--- src/hw/rtl/b62dc_pkg.sv ---
// ----------------------------------------------------------------------------
// b62dc_pkg: shared types and constants of the base-62 digit counter
// Request and response payloads, cell operation codes and the digit-to-ASCII
// mapping for the alphabet 0-9, a-z, A-Z.
// ----------------------------------------------------------------------------
package b62dc_pkg;

   // field widths
   localparam int DIGIT_W   = 6;
   localparam int VALUE_W   = 32;
   localparam int CHAR_W    = 7;
   localparam int LIMIT_W   = 4;
   localparam int BIT_CNT_W = 5;

   // bit counter value of the last load step
   localparam logic [BIT_CNT_W-1:0] BIT_LAST = 5'd31;

   // reset value of the digit limit register
   localparam logic [LIMIT_W-1:0] LIMIT_RESET = 4'd8;

   // digit arithmetic
   localparam logic [DIGIT_W:0]   RADIX      = 7'd62;
   localparam logic [DIGIT_W-1:0] TOP_DIGIT  = 6'd61;
   localparam logic [DIGIT_W-1:0] HALF_RADIX = 6'd31;
   localparam logic [DIGIT_W-1:0] DIGIT_ONE  = 6'd1;

   // alphabet boundaries
   localparam logic [DIGIT_W-1:0] FIRST_LOWER = 6'd10;
   localparam logic [DIGIT_W-1:0] FIRST_UPPER = 6'd36;
   localparam logic [CHAR_W-1:0]  CHAR_ZERO   = 7'd48;
   localparam logic [CHAR_W-1:0]  LOWER_BIAS  = 7'd87;
   localparam logic [CHAR_W-1:0]  UPPER_BIAS  = 7'd29;

   // request operation codes
   localparam logic FUNC_LOAD = 1'b0;
   localparam logic FUNC_INC  = 1'b1;

   // cell operation codes
   localparam logic [2:0] OP_HOLD   = 3'd0;
   localparam logic [2:0] OP_CLEAR  = 3'd1;
   localparam logic [2:0] OP_SHIFT  = 3'd2;
   localparam logic [2:0] OP_INC    = 3'd3;
   localparam logic [2:0] OP_ROTATE = 3'd4;

   typedef struct packed {
      logic               func;
      logic [VALUE_W-1:0] load_value;
   } req_type;

   typedef struct packed {
      logic [CHAR_W-1:0] digit_char;
      logic              final_char;
   } rsp_type;

   // per-cell control from the sequencer
   typedef struct packed {
      logic [2:0] op;
      logic       live;     // cell lies below the digit limit
      logic       in_num;   // cell lies below the current digit count
   } cell_ctl_type;

   // map a digit to its ASCII character; codes above the top digit read as '0'
   function automatic logic [CHAR_W-1:0] glyph(input logic [DIGIT_W-1:0] d);
      logic [CHAR_W-1:0] wide;
      wide = CHAR_W'(d);
      if (d < FIRST_LOWER) begin
         glyph = wide + CHAR_ZERO;
      end else if (d < FIRST_UPPER) begin
         glyph = wide + LOWER_BIAS;
      end else if (d <= TOP_DIGIT) begin
         glyph = wide + UPPER_BIAS;
      end else begin
         glyph = CHAR_ZERO;
      end
   endfunction

endpackage

--- src/hw/rtl/b62dc_cell.sv ---
// ----------------------------------------------------------------------------
// b62dc_cell: one base-62 digit of the counter chain
// Holds one digit and trades a carry or a digit with its lower neighbor each
// cycle: doubling with carry-in for binary conversion, ripple increment with
// a registered carry, and rotation for most-significant-first readout.
// ----------------------------------------------------------------------------
module b62dc_cell (
   input  logic                            clock,
   input  logic                            reset,
   input  b62dc_pkg::cell_ctl_type         ctl,
   input  logic                            nb_carry,
   input  logic [b62dc_pkg::DIGIT_W-1:0]   nb_digit,
   output logic [b62dc_pkg::DIGIT_W-1:0]   digit,
   output logic                            dbl_carry,
   output logic                            inc_carry
);

   logic [b62dc_pkg::DIGIT_W-1:0] digit_ff, digit_in;
   logic                          carry_ff, carry_in;
   logic [b62dc_pkg::DIGIT_W:0]   twice;

   // a digit of 31 or more overflows when doubled, whatever comes in
   assign dbl_carry = digit_ff >= b62dc_pkg::HALF_RADIX;
   assign twice     = {digit_ff, nb_carry};
   assign digit     = digit_ff;
   assign inc_carry = carry_ff;

   // next digit and increment carry
   always_comb begin
      digit_in = digit_ff;
      carry_in = 1'b0;
      unique case (ctl.op)
         b62dc_pkg::OP_CLEAR: begin
            digit_in = '0;
         end
         b62dc_pkg::OP_SHIFT: begin
            if (ctl.live) begin
               if (dbl_carry) begin
                  digit_in = b62dc_pkg::DIGIT_W'(twice - b62dc_pkg::RADIX);
               end else begin
                  digit_in = twice[b62dc_pkg::DIGIT_W-1:0];
               end
            end
         end
         b62dc_pkg::OP_INC: begin
            // digits of the number always take the carry, even above the limit
            if ((ctl.live || ctl.in_num) && nb_carry) begin
               if (digit_ff >= b62dc_pkg::TOP_DIGIT) begin
                  digit_in = '0;
                  carry_in = 1'b1;
               end else begin
                  digit_in = digit_ff + b62dc_pkg::DIGIT_ONE;
               end
            end
         end
         b62dc_pkg::OP_ROTATE: begin
            if (ctl.in_num) begin
               digit_in = nb_digit;
            end
         end
         default: begin
            digit_in = digit_ff;
         end
      endcase
   end

   // hold the digit; clear the carry on reset
   always_ff @(posedge clock) begin
      digit_ff <= digit_in;
      if (reset) begin
         carry_ff <= 1'b0;
      end else begin
         carry_ff <= carry_in;
      end
   end

endmodule

--- src/hw/rtl/base62_digit_counter.sv ---
// ----------------------------------------------------------------------------
// base62_digit_counter: base-62 counter with string readout
// Load: accept, shift the 32-bit value into the cell row one bit per cycle,
// then send N characters. Increment: accept, ripple the carry through the
// wrapped digits, then send N characters; an empty number becomes one '0'.
// Characters are registered; requests stall until the last one is issued.
// Synchronous reset empties the number, sets the limit to 8 and idles.
// ----------------------------------------------------------------------------
module base62_digit_counter #(
   parameter int MAX_DIGITS = 8
) (
   input  logic                           clock,
   input  logic                           reset,
   input  logic                           req_valid,
   output logic                           req_stall,
   input  b62dc_pkg::req_type             req_data,
   output logic                           rsp_valid,
   input  logic                           rsp_stall,
   output b62dc_pkg::rsp_type             rsp_data,
   input  logic                           csr_valid,
   output logic                           csr_ready,
   input  logic [b62dc_pkg::LIMIT_W-1:0]  csr_wdata
);

   localparam int CW = $clog2(MAX_DIGITS + 1);
   localparam int LW = (CW > b62dc_pkg::LIMIT_W) ? CW : b62dc_pkg::LIMIT_W;

   localparam logic [1:0] S_IDLE = 2'd0;
   localparam logic [1:0] S_LOAD = 2'd1;
   localparam logic [1:0] S_INC  = 2'd2;
   localparam logic [1:0] S_EMIT = 2'd3;

   logic [1:0]                          state_ff, state_in;
   logic [CW-1:0]                       count_ff, count_in;
   logic [b62dc_pkg::LIMIT_W-1:0]       limit_ff;
   logic [b62dc_pkg::VALUE_W-1:0]       shift_ff, shift_in;
   logic [b62dc_pkg::BIT_CNT_W-1:0]     bitcnt_ff, bitcnt_in;
   logic [CW-1:0]                       emit_ff, emit_in;
   logic                                rsp_valid_ff, rsp_valid_in;
   b62dc_pkg::rsp_type                  rsp_data_ff, rsp_data_in;

   logic [LW-1:0]                       lim_one;
   logic [CW-1:0]                       lim_eff;
   logic                                req_accept;
   logic                                out_free;
   logic                                emit_last;
   logic [2:0]                          cell_op;
   logic                                cell0_carry;

   logic [b62dc_pkg::DIGIT_W-1:0]       cell_digit [MAX_DIGITS];
   logic [MAX_DIGITS-1:0]               dbl_vec;
   logic [MAX_DIGITS-1:0]               inc_vec;
   logic [MAX_DIGITS-1:0]               top_hit;
   logic [MAX_DIGITS-1:0]               live_vec;
   logic [MAX_DIGITS-1:0]               num_vec;
   logic [b62dc_pkg::DIGIT_W-1:0]       top_digit;
   logic                                dbl_top;
   logic                                inc_top;

   // handshakes
   assign req_stall  = state_ff != S_IDLE;
   assign req_accept = req_valid && !req_stall;
   assign out_free   = !rsp_valid_ff || !rsp_stall;
   assign csr_ready  = 1'b1;
   assign rsp_valid  = rsp_valid_ff;
   assign rsp_data   = rsp_data_ff;

   // clamp the limit to 1..MAX_DIGITS
   always_comb begin
      lim_one = (limit_ff == '0) ? LW'(1) : LW'(limit_ff);
      lim_eff = (lim_one > LW'(MAX_DIGITS)) ? CW'(MAX_DIGITS) : CW'(lim_one);
   end

   // decode cell positions and pick the most significant digit
   always_comb begin
      top_digit = '0;
      for (int i = 0; i < MAX_DIGITS; i++) begin
         top_hit[i]  = count_ff == CW'(i + 1);
         live_vec[i] = CW'(i) < lim_eff;
         num_vec[i]  = CW'(i) < count_ff;
         top_digit   = top_digit | (top_hit[i] ? cell_digit[i] : '0);
      end
      dbl_top = |(dbl_vec & top_hit);
      inc_top = |(inc_vec & top_hit);
   end

   assign emit_last   = CW'(emit_ff + CW'(1)) == count_ff;
   assign cell0_carry = (cell_op == b62dc_pkg::OP_SHIFT) ? shift_ff[b62dc_pkg::VALUE_W-1]
                                                         : (state_ff == S_IDLE);

   // row of digit cells, least significant at index 0
   for (genvar g = 0; g < MAX_DIGITS; g++) begin : g_cell
      b62dc_pkg::cell_ctl_type       ctl;
      logic                          nb_carry;
      logic [b62dc_pkg::DIGIT_W-1:0] nb_digit;

      assign ctl.op     = cell_op;
      assign ctl.live   = live_vec[g];
      assign ctl.in_num = num_vec[g];

      if (g == 0) begin : g_first
         assign nb_carry = cell0_carry;
         assign nb_digit = top_digit;
      end else begin : g_rest
         assign nb_carry = (cell_op == b62dc_pkg::OP_SHIFT) ? dbl_vec[g-1] : inc_vec[g-1];
         assign nb_digit = cell_digit[g-1];
      end

      b62dc_cell u_cell (
         .clock     (clock),
         .reset     (reset),
         .ctl       (ctl),
         .nb_carry  (nb_carry),
         .nb_digit  (nb_digit),
         .digit     (cell_digit[g]),
         .dbl_carry (dbl_vec[g]),
         .inc_carry (inc_vec[g])
      );
   end

   // sequencer: load, increment, readout
   always_comb begin
      state_in     = state_ff;
      count_in     = count_ff;
      shift_in     = shift_ff;
      bitcnt_in    = bitcnt_ff;
      emit_in      = emit_ff;
      cell_op      = b62dc_pkg::OP_HOLD;
      rsp_valid_in = rsp_valid_ff && rsp_stall;
      rsp_data_in  = rsp_data_ff;
      unique case (state_ff)
         S_IDLE: begin
            if (req_accept) begin
               if (req_data.func == b62dc_pkg::FUNC_LOAD || count_ff == '0) begin
                  cell_op  = b62dc_pkg::OP_CLEAR;
                  count_in = CW'(1);
                  if (req_data.func == b62dc_pkg::FUNC_LOAD) begin
                     state_in  = S_LOAD;
                     shift_in  = req_data.load_value;
                     bitcnt_in = '0;
                  end else begin
                     state_in = S_EMIT;
                     emit_in  = '0;
                  end
               end else begin
                  cell_op  = b62dc_pkg::OP_INC;
                  state_in = S_INC;
               end
            end
         end
         S_LOAD: begin
            // shift one value bit into the row, most significant first
            cell_op   = b62dc_pkg::OP_SHIFT;
            shift_in  = shift_ff << 1;
            bitcnt_in = bitcnt_ff + 1'b1;
            if (dbl_top && count_ff < lim_eff) begin
               count_in = count_ff + CW'(1);
            end
            if (bitcnt_ff == b62dc_pkg::BIT_LAST) begin
               state_in = S_EMIT;
               emit_in  = '0;
            end
         end
         S_INC: begin
            // advance the carry; grow or wrap when it leaves the top digit
            cell_op = b62dc_pkg::OP_INC;
            if (inc_top) begin
               count_in = (count_ff < lim_eff) ? count_ff + CW'(1) : CW'(1);
            end
            if (inc_vec == '0) begin
               state_in = S_EMIT;
               emit_in  = '0;
            end
         end
         S_EMIT: begin
            // send the top digit and rotate the row
            if (out_free) begin
               cell_op                = b62dc_pkg::OP_ROTATE;
               rsp_valid_in           = 1'b1;
               rsp_data_in.digit_char = b62dc_pkg::glyph(top_digit);
               rsp_data_in.final_char = emit_last;
               emit_in                = emit_ff + CW'(1);
               if (emit_last) begin
                  state_in = S_IDLE;
               end
            end
         end
         default: begin
            state_in = S_IDLE;
         end
      endcase
   end

   // control registers
   always_ff @(posedge clock) begin
      if (reset) begin
         state_ff     <= S_IDLE;
         count_ff     <= '0;
         limit_ff     <= b62dc_pkg::LIMIT_RESET;
         rsp_valid_ff <= 1'b0;
      end else begin
         state_ff     <= state_in;
         count_ff     <= count_in;
         rsp_valid_ff <= rsp_valid_in;
         if (csr_valid && csr_ready) begin
            limit_ff <= csr_wdata;
         end
      end
   end

   // datapath registers
   always_ff @(posedge clock) begin
      shift_ff    <= shift_in;
      bitcnt_ff   <= bitcnt_in;
      emit_ff     <= emit_in;
      rsp_data_ff <= rsp_data_in;
   end

   // checks
   a_count_range: assert property (@(posedge clock) disable iff (reset)
      count_ff <= CW'(MAX_DIGITS))
      else $error("digit count above capacity");

   a_busy_count: assert property (@(posedge clock) disable iff (reset)
      state_ff != S_IDLE |-> count_ff != '0)
      else $error("busy with an empty number");

   a_one_carry: assert property (@(posedge clock) disable iff (reset)
      $onehot0(inc_vec))
      else $error("more than one increment carry in flight");

   a_emit_bound: assert property (@(posedge clock) disable iff (reset)
      state_ff == S_EMIT |-> emit_ff < count_ff)
      else $error("readout index past the digit count");

   a_last_idle: assert property (@(posedge clock) disable iff (reset)
      (state_ff == S_EMIT && out_free && emit_last) |=> state_ff == S_IDLE)
      else $error("no return to idle after the last character");

endmodule
--- config.mk ---
export PLATFORM = sky130hd
export DESIGN_NAME = base62_digit_counter
export DESIGN_NICKNAME = d
export VERILOG_FILES = /design/src/hw/rtl/b62dc_pkg.sv /design/src/hw/rtl/b62dc_cell.sv /design/src/hw/rtl/base62_digit_counter.sv
export SDC_FILE = /design/constraint.sdc
export NUM_CORES = 1
export LEC_CHECK = 0
export ABC_AREA = 1
export BUFFER_PORTS_ARGS = -buffer_cell sky130_fd_sc_hd__buf_2
export CORE_AREA = 2 2 128 130
export CTS_BUF_LIST = sky130_fd_sc_hd__clkbuf_4
export CTS_CLUSTER_DIAMETER = 60
export CTS_CLUSTER_SIZE = 12
export DETAILED_ROUTE_END_ITERATION = 8
export DIE_AREA = 0 0 130 132
export GPL_TIMING_DRIVEN = 0
export PLACE_DENSITY_LB_ADDON = 0.1
export SLEW_MARGIN = 30
export SYNTH_ARGS = -nofsm -noshare
export SYNTH_HDL_FRONTEND = slang
export SYNTH_SLANG_ARGS = --single-unit
--- constraint.sdc ---
create_clock -name clock -period 5.3 [get_ports clock]
set_input_delay 0.795 -clock clock [delete_from_list [all_inputs] [get_ports clock]]
set_output_delay 0.795 -clock clock [all_outputs]
set_load 0.01 [all_outputs]
==> flow_metrics.env <==
export IMPL_result_of_the_run="finished clean"
export IMPL_area_delta_synth_final_pct=10.6
export IMPL_timing_critical_path_to_type="register"
export IMPL_final_design_area_no_fill_um2=9270
export IMPL_slew_headroom=0.407
export IMPL_initial_antenna_violation_count=1
export IMPL_drt_antenna_net_count=0
export IMPL_cts_resized=0
export IMPL_routed_wl_um=24400
export IMPL_dieWidth_um=130
export IMPL_num_fill_cells=1488
export IMPL_detail_route_wl_per_cell_um=17.3
export IMPL_p_per_area_nw_per_um2=595
export IMPL_syn_area_um2=8380
export IMPL_rows=46
export IMPL_cts_max_level=4
export IMPL_critPathArrivalTime_ns=3.81
export IMPL_holdBufCountCts=0
export IMPL_finalSetupViolCount=0
export IMPL_critical_path_max_fanout=10
export IMPL_design_final_nets=1264
export IMPL_grt_pass1_wl_um=38600
export IMPL_synth_warnings=0
export IMPL_cellLeakagePower_nw=4.16
export IMPL_gr_total_overflow=0
export IMPL_max_clock_path_buffers=2
export IMPL_portion_of_the_clock_cycle_consumed_by_the_worst_path_in_the_final_layout=0.677
export IMPL_num_vias=7931
export IMPL_clock_tree_from_tritoncts="built"
export IMPL_cts_setup_buffers=0
export IMPL_cp_required_ns=5.52
export IMPL_vias_per_cell=5.64
export IMPL_root_cell_of_the_clock_tree="sky130_fd_sc_hd__clkbuf_4"
export IMPL_first_global_vias=7345
export IMPL_post_route_drc_count=0
export IMPL_insertion_delay_ns=0.57
export IMPL_postSynthAreaPerCell_um2=7.60
export IMPL_timing_worst_slew_pin_value_ns=0.889
export IMPL_firstDrtPassIters=6
export IMPL_dp_final_hpwl_um=18100
export IMPL_cts_clk_slew_worst_paths_ns=0.13
export IMPL_crit_path_start_kind="register"
export IMPL_placement_io_buffers=51
export IMPL_synth_top_flop_cell="sky130_fd_sc_hd__edfxtp_1"
export IMPL_gpl_final_weighted_congestion=0.983
export IMPL_cts_inserted_buffers=17
export IMPL_tightest_hold_check_type="primary input to register"
export IMPL_max_cap_violations=0
export IMPL_number_of_synthesized_register_bits=116
export IMPL_maximum_number_of_pins_on_one_net_before_global_route_repair=17
export IMPL_yosys_cell_types_count=48
export IMPL_post_route_cells_drive_above_1_share=0.130
export IMPL_dpl_instance_area_um2=8970
export IMPL_drtIter0Drc=1006
export IMPL_postSynthCellCount=1102
export IMPL_timing_hold_ws_ns=0.450
export IMPL_synth_seq_area_share=0.393
export IMPL_initial_utilization=0.533
export IMPL_dieArea_um2=17200
export IMPL_core_area_um2=15700
export IMPL_timing_setup_tns_ns=0
export IMPL_ios=53
export IMPL_setup_repair_after_global_routing_missed_its_margin="no"
export IMPL_cts_num_sinks=116
export IMPL_max_freq_mhz=279
export IMPL_synth_async_sr_flop_share=0
export IMPL_timing_setup_critical_path_class="register to register"
export IMPL_total_global_routing_track_utilization=0.292
export IMPL_number_of_hold_violations_in_the_final_report=0
export IMPL_layout_min_cycle_time_ns=3.59
export IMPL_die_h_um=132
export IMPL_finalClockSkew_ns=0.0197
export IMPL_timing_final_max_slew_violations=0
export IMPL_synth_edff_count=97
export IMPL_vdd_drop_max_mv=0.307
export IMPL_synth_nets=1190
==> final timing paths <==
| path | cells past startpoint | start | slack, ns | end |
|---|---|---|---|---|
| setup reg to reg | 14 | count_ff[0] | 1.71 | g_cell[1].u_cell.digit[3] |
| hold reg to reg | 2 | limit_ff[0] | 0.50 | limit_ff[0] |
| setup / recovery | 14 | count_ff[0] | 1.71 | g_cell[1].u_cell.digit[3] |
| hold / removal | 2 | reset | 0.45 | rsp_valid |
==> Yosys cell counts (2+ instances only) <==
cell type / count / share of area
sky130_fd_sc_hd__nand2_1: 339 / 0.15
sky130_fd_sc_hd__inv_1: 137 / 0.061
sky130_fd_sc_hd__edfxtp_1: 97 / 0.35
sky130_fd_sc_hd__nor2_1: 91 / 0.041
sky130_fd_sc_hd__nand3_1: 75 / 0.045
sky130_fd_sc_hd__o21ai_0: 49 / 0.029
sky130_fd_sc_hd__ha_1: 46 / 0.069
sky130_fd_sc_hd__o221ai_1: 29 / 0.030
sky130_fd_sc_hd__a21oi_1: 28 / 0.017
sky130_fd_sc_hd__o211ai_1: 27 / 0.024
sky130_fd_sc_hd__dfxtp_1: 19 / 0.045
sky130_fd_sc_hd__nand4_1: 15 / 0.011
sky130_fd_sc_hd__clkbuf_1: 13 / 0.0058
sky130_fd_sc_hd__nor3_1: 11 / 0.0066
sky130_fd_sc_hd__o22ai_1: 11 / 0.0082
sky130_fd_sc_hd__inv_2: 10 / 0.0045
sky130_fd_sc_hd__xnor2_1: 9 / 0.0094
sky130_fd_sc_hd__nand2_2: 8 / 0.0060
sky130_fd_sc_hd__nand3_2: 8 / 0.0096
sky130_fd_sc_hd__xor2_1: 8 / 0.0084
sky130_fd_sc_hd__nor2_4: 7 / 0.0094
sky130_fd_sc_hd__buf_2: 6 / 0.0036
sky130_fd_sc_hd__a211oi_1: 5 / 0.0045
sky130_fd_sc_hd__buf_4: 5 / 0.0045
sky130_fd_sc_hd__o21ai_1: 5 / 0.0030
sky130_fd_sc_hd__a22oi_1: 4 / 0.0036
sky130_fd_sc_hd__buf_6: 4 / 0.0054
sky130_fd_sc_hd__nor4_2: 4 / 0.0060
sky130_fd_sc_hd__a21oi_2: 3 / 0.0031
sky130_fd_sc_hd__buf_1: 3 / 0.0013
sky130_fd_sc_hd__a31oi_1: 2 / 0.0015
sky130_fd_sc_hd__and3_1: 2 / 0.0015
sky130_fd_sc_hd__nand2_4: 2 / 0.0027
sky130_fd_sc_hd__nor2_2: 2 / 0.0015
sky130_fd_sc_hd__nor4_1: 2 / 0.0015
sky130_fd_sc_hd__o2bb2ai_1: 2 / 0.0021
sky130_fd_sc_hd__o311ai_0: 2 / 0.0021
sky130_fd_sc_hd__or2_2: 2 / 0.0015
==> registers in the layout, indices dropped and copies added, names as in the netlist, 4 cells and up <==
name,flops
shift_ff,32
g_cell.u_cell.inc_carry,8
bitcnt_ff,5
limit_ff,4
count_ff,4
rsp_data,8
emit_ff,4
g_cell.u_cell.digit,48
==> routing by layer <==
metal	global-route usage	vias up	routed length [um]
li1	-	3853	-
met1	0.419	3669	10900
met2	0.452	360	10800
met3	0.0414	49	2100
met4	0.0986	0	577
met5	0	-	0
==> power breakdown <==
group	switching, W	internal [W]
logic	0.00194	0.000885
clock network	0.000385	0.000327
registers	0.000391	0.00158
total	0.00272	0.00280
==> area by class of cell <==
cell class	instances	area (um2)	share of cell area
Clock buffer	18	135	0.0146
Buffer	31	173	0.0186
Clock inverter	14	159	0.0171
Sequential cell	116	3290	0.355
Timing Repair Buffer	55	293	0.0316
Multi-Input combinational cell	807	4390	0.473
Inverter	148	556	0.0599
Tap cell	216	270	0.0292
Antenna cell	1	2.50	0.000270
==> per-stage QoR <==
| step | util | instances | total power [W] | setup slack (ns) |
|---|---|---|---|---|
| final | 0.590 | 1406 | 0.00551 | 1.71 |
| after global routing | 0.590 | 1406 | 0.00592 | 1.41 |
| after CTS | 0.589 | 1405 | 0.00546 | 1.56 |
| after detailed placement | 0.571 | 1373 | 0.00475 | 1.43 |
| after global placement | 0.567 | 1369 | 0.00468 | -0.110 |
| after floorplan | - | 1102 | 0.00388 | 1.13 |
==> logic make-up after synthesis <==
logic type      count (synthesis)  synth area share
compound gates                171             0.133
xor+xnor                       17            0.0178
fa+ha+maj                      46            0.0687
buf+inv                       179            0.0869
flops                         116             0.393
other cells                     1          0.000448
simple gates                  572             0.300
==> layout by cell type, fill, tap and decap left out, types with 3 or more instances in the layout <==
cell	netlist	final
sky130_fd_sc_hd__ha_1	46	46
sky130_fd_sc_hd__nand3_2	8	8
sky130_fd_sc_hd__a22oi_1	4	4
sky130_fd_sc_hd__edfxtp_1	97	97
sky130_fd_sc_hd__nor3_1	11	11
sky130_fd_sc_hd__a21oi_2	3	3
sky130_fd_sc_hd__nor2_1	91	91
sky130_fd_sc_hd__buf_1	3	3
sky130_fd_sc_hd__nand2_2	8	8
sky130_fd_sc_hd__o22ai_1	11	11
sky130_fd_sc_hd__o221ai_1	29	29
sky130_fd_sc_hd__xor2_1	8	8
sky130_fd_sc_hd__clkbuf_1	13	13
sky130_fd_sc_hd__bufinv_16	0	3
sky130_fd_sc_hd__o211ai_1	27	27
sky130_fd_sc_hd__o21ai_0	49	49
sky130_fd_sc_hd__inv_1	137	137
sky130_fd_sc_hd__inv_2	10	10
sky130_fd_sc_hd__clkinvlp_4	0	4
sky130_fd_sc_hd__dfxtp_1	19	19
sky130_fd_sc_hd__nor4_2	4	4
sky130_fd_sc_hd__xnor2_1	9	9
sky130_fd_sc_hd__a21oi_1	28	28
sky130_fd_sc_hd__buf_2	6	57
sky130_fd_sc_hd__nand3_1	75	75
sky130_fd_sc_hd__clkbuf_4	0	18
sky130_fd_sc_hd__clkinv_1	1	4
sky130_fd_sc_hd__a211oi_2	0	5
sky130_fd_sc_hd__o21ai_1	5	5
sky130_fd_sc_hd__nand2_1	339	339
sky130_fd_sc_hd__buf_4	5	7
sky130_fd_sc_hd__buf_6	4	6
sky130_fd_sc_hd__nor2_4	7	7
sky130_fd_sc_hd__nand4_1	15	15
==> worst max-delay path: stages (launching register included) <==
cell                       delay (ns)
sky130_fd_sc_hd__dfxtp_1         0.61
sky130_fd_sc_hd__inv_2           0.20
sky130_fd_sc_hd__ha_1            0.25
sky130_fd_sc_hd__buf_4           0.18
sky130_fd_sc_hd__inv_1           0.20
sky130_fd_sc_hd__o21ai_1         0.15
sky130_fd_sc_hd__nor2_1          0.18
sky130_fd_sc_hd__nand2_1         0.08
sky130_fd_sc_hd__nand2_1         0.09
sky130_fd_sc_hd__inv_1           0.06
sky130_fd_sc_hd__nand2_2         0.22
sky130_fd_sc_hd__inv_2           0.20
sky130_fd_sc_hd__nand2_1         0.15
sky130_fd_sc_hd__o21ai_0         0.10
sky130_fd_sc_hd__a211oi_2        0.59
Note: power is estimated with default switching activity, not from simulation.
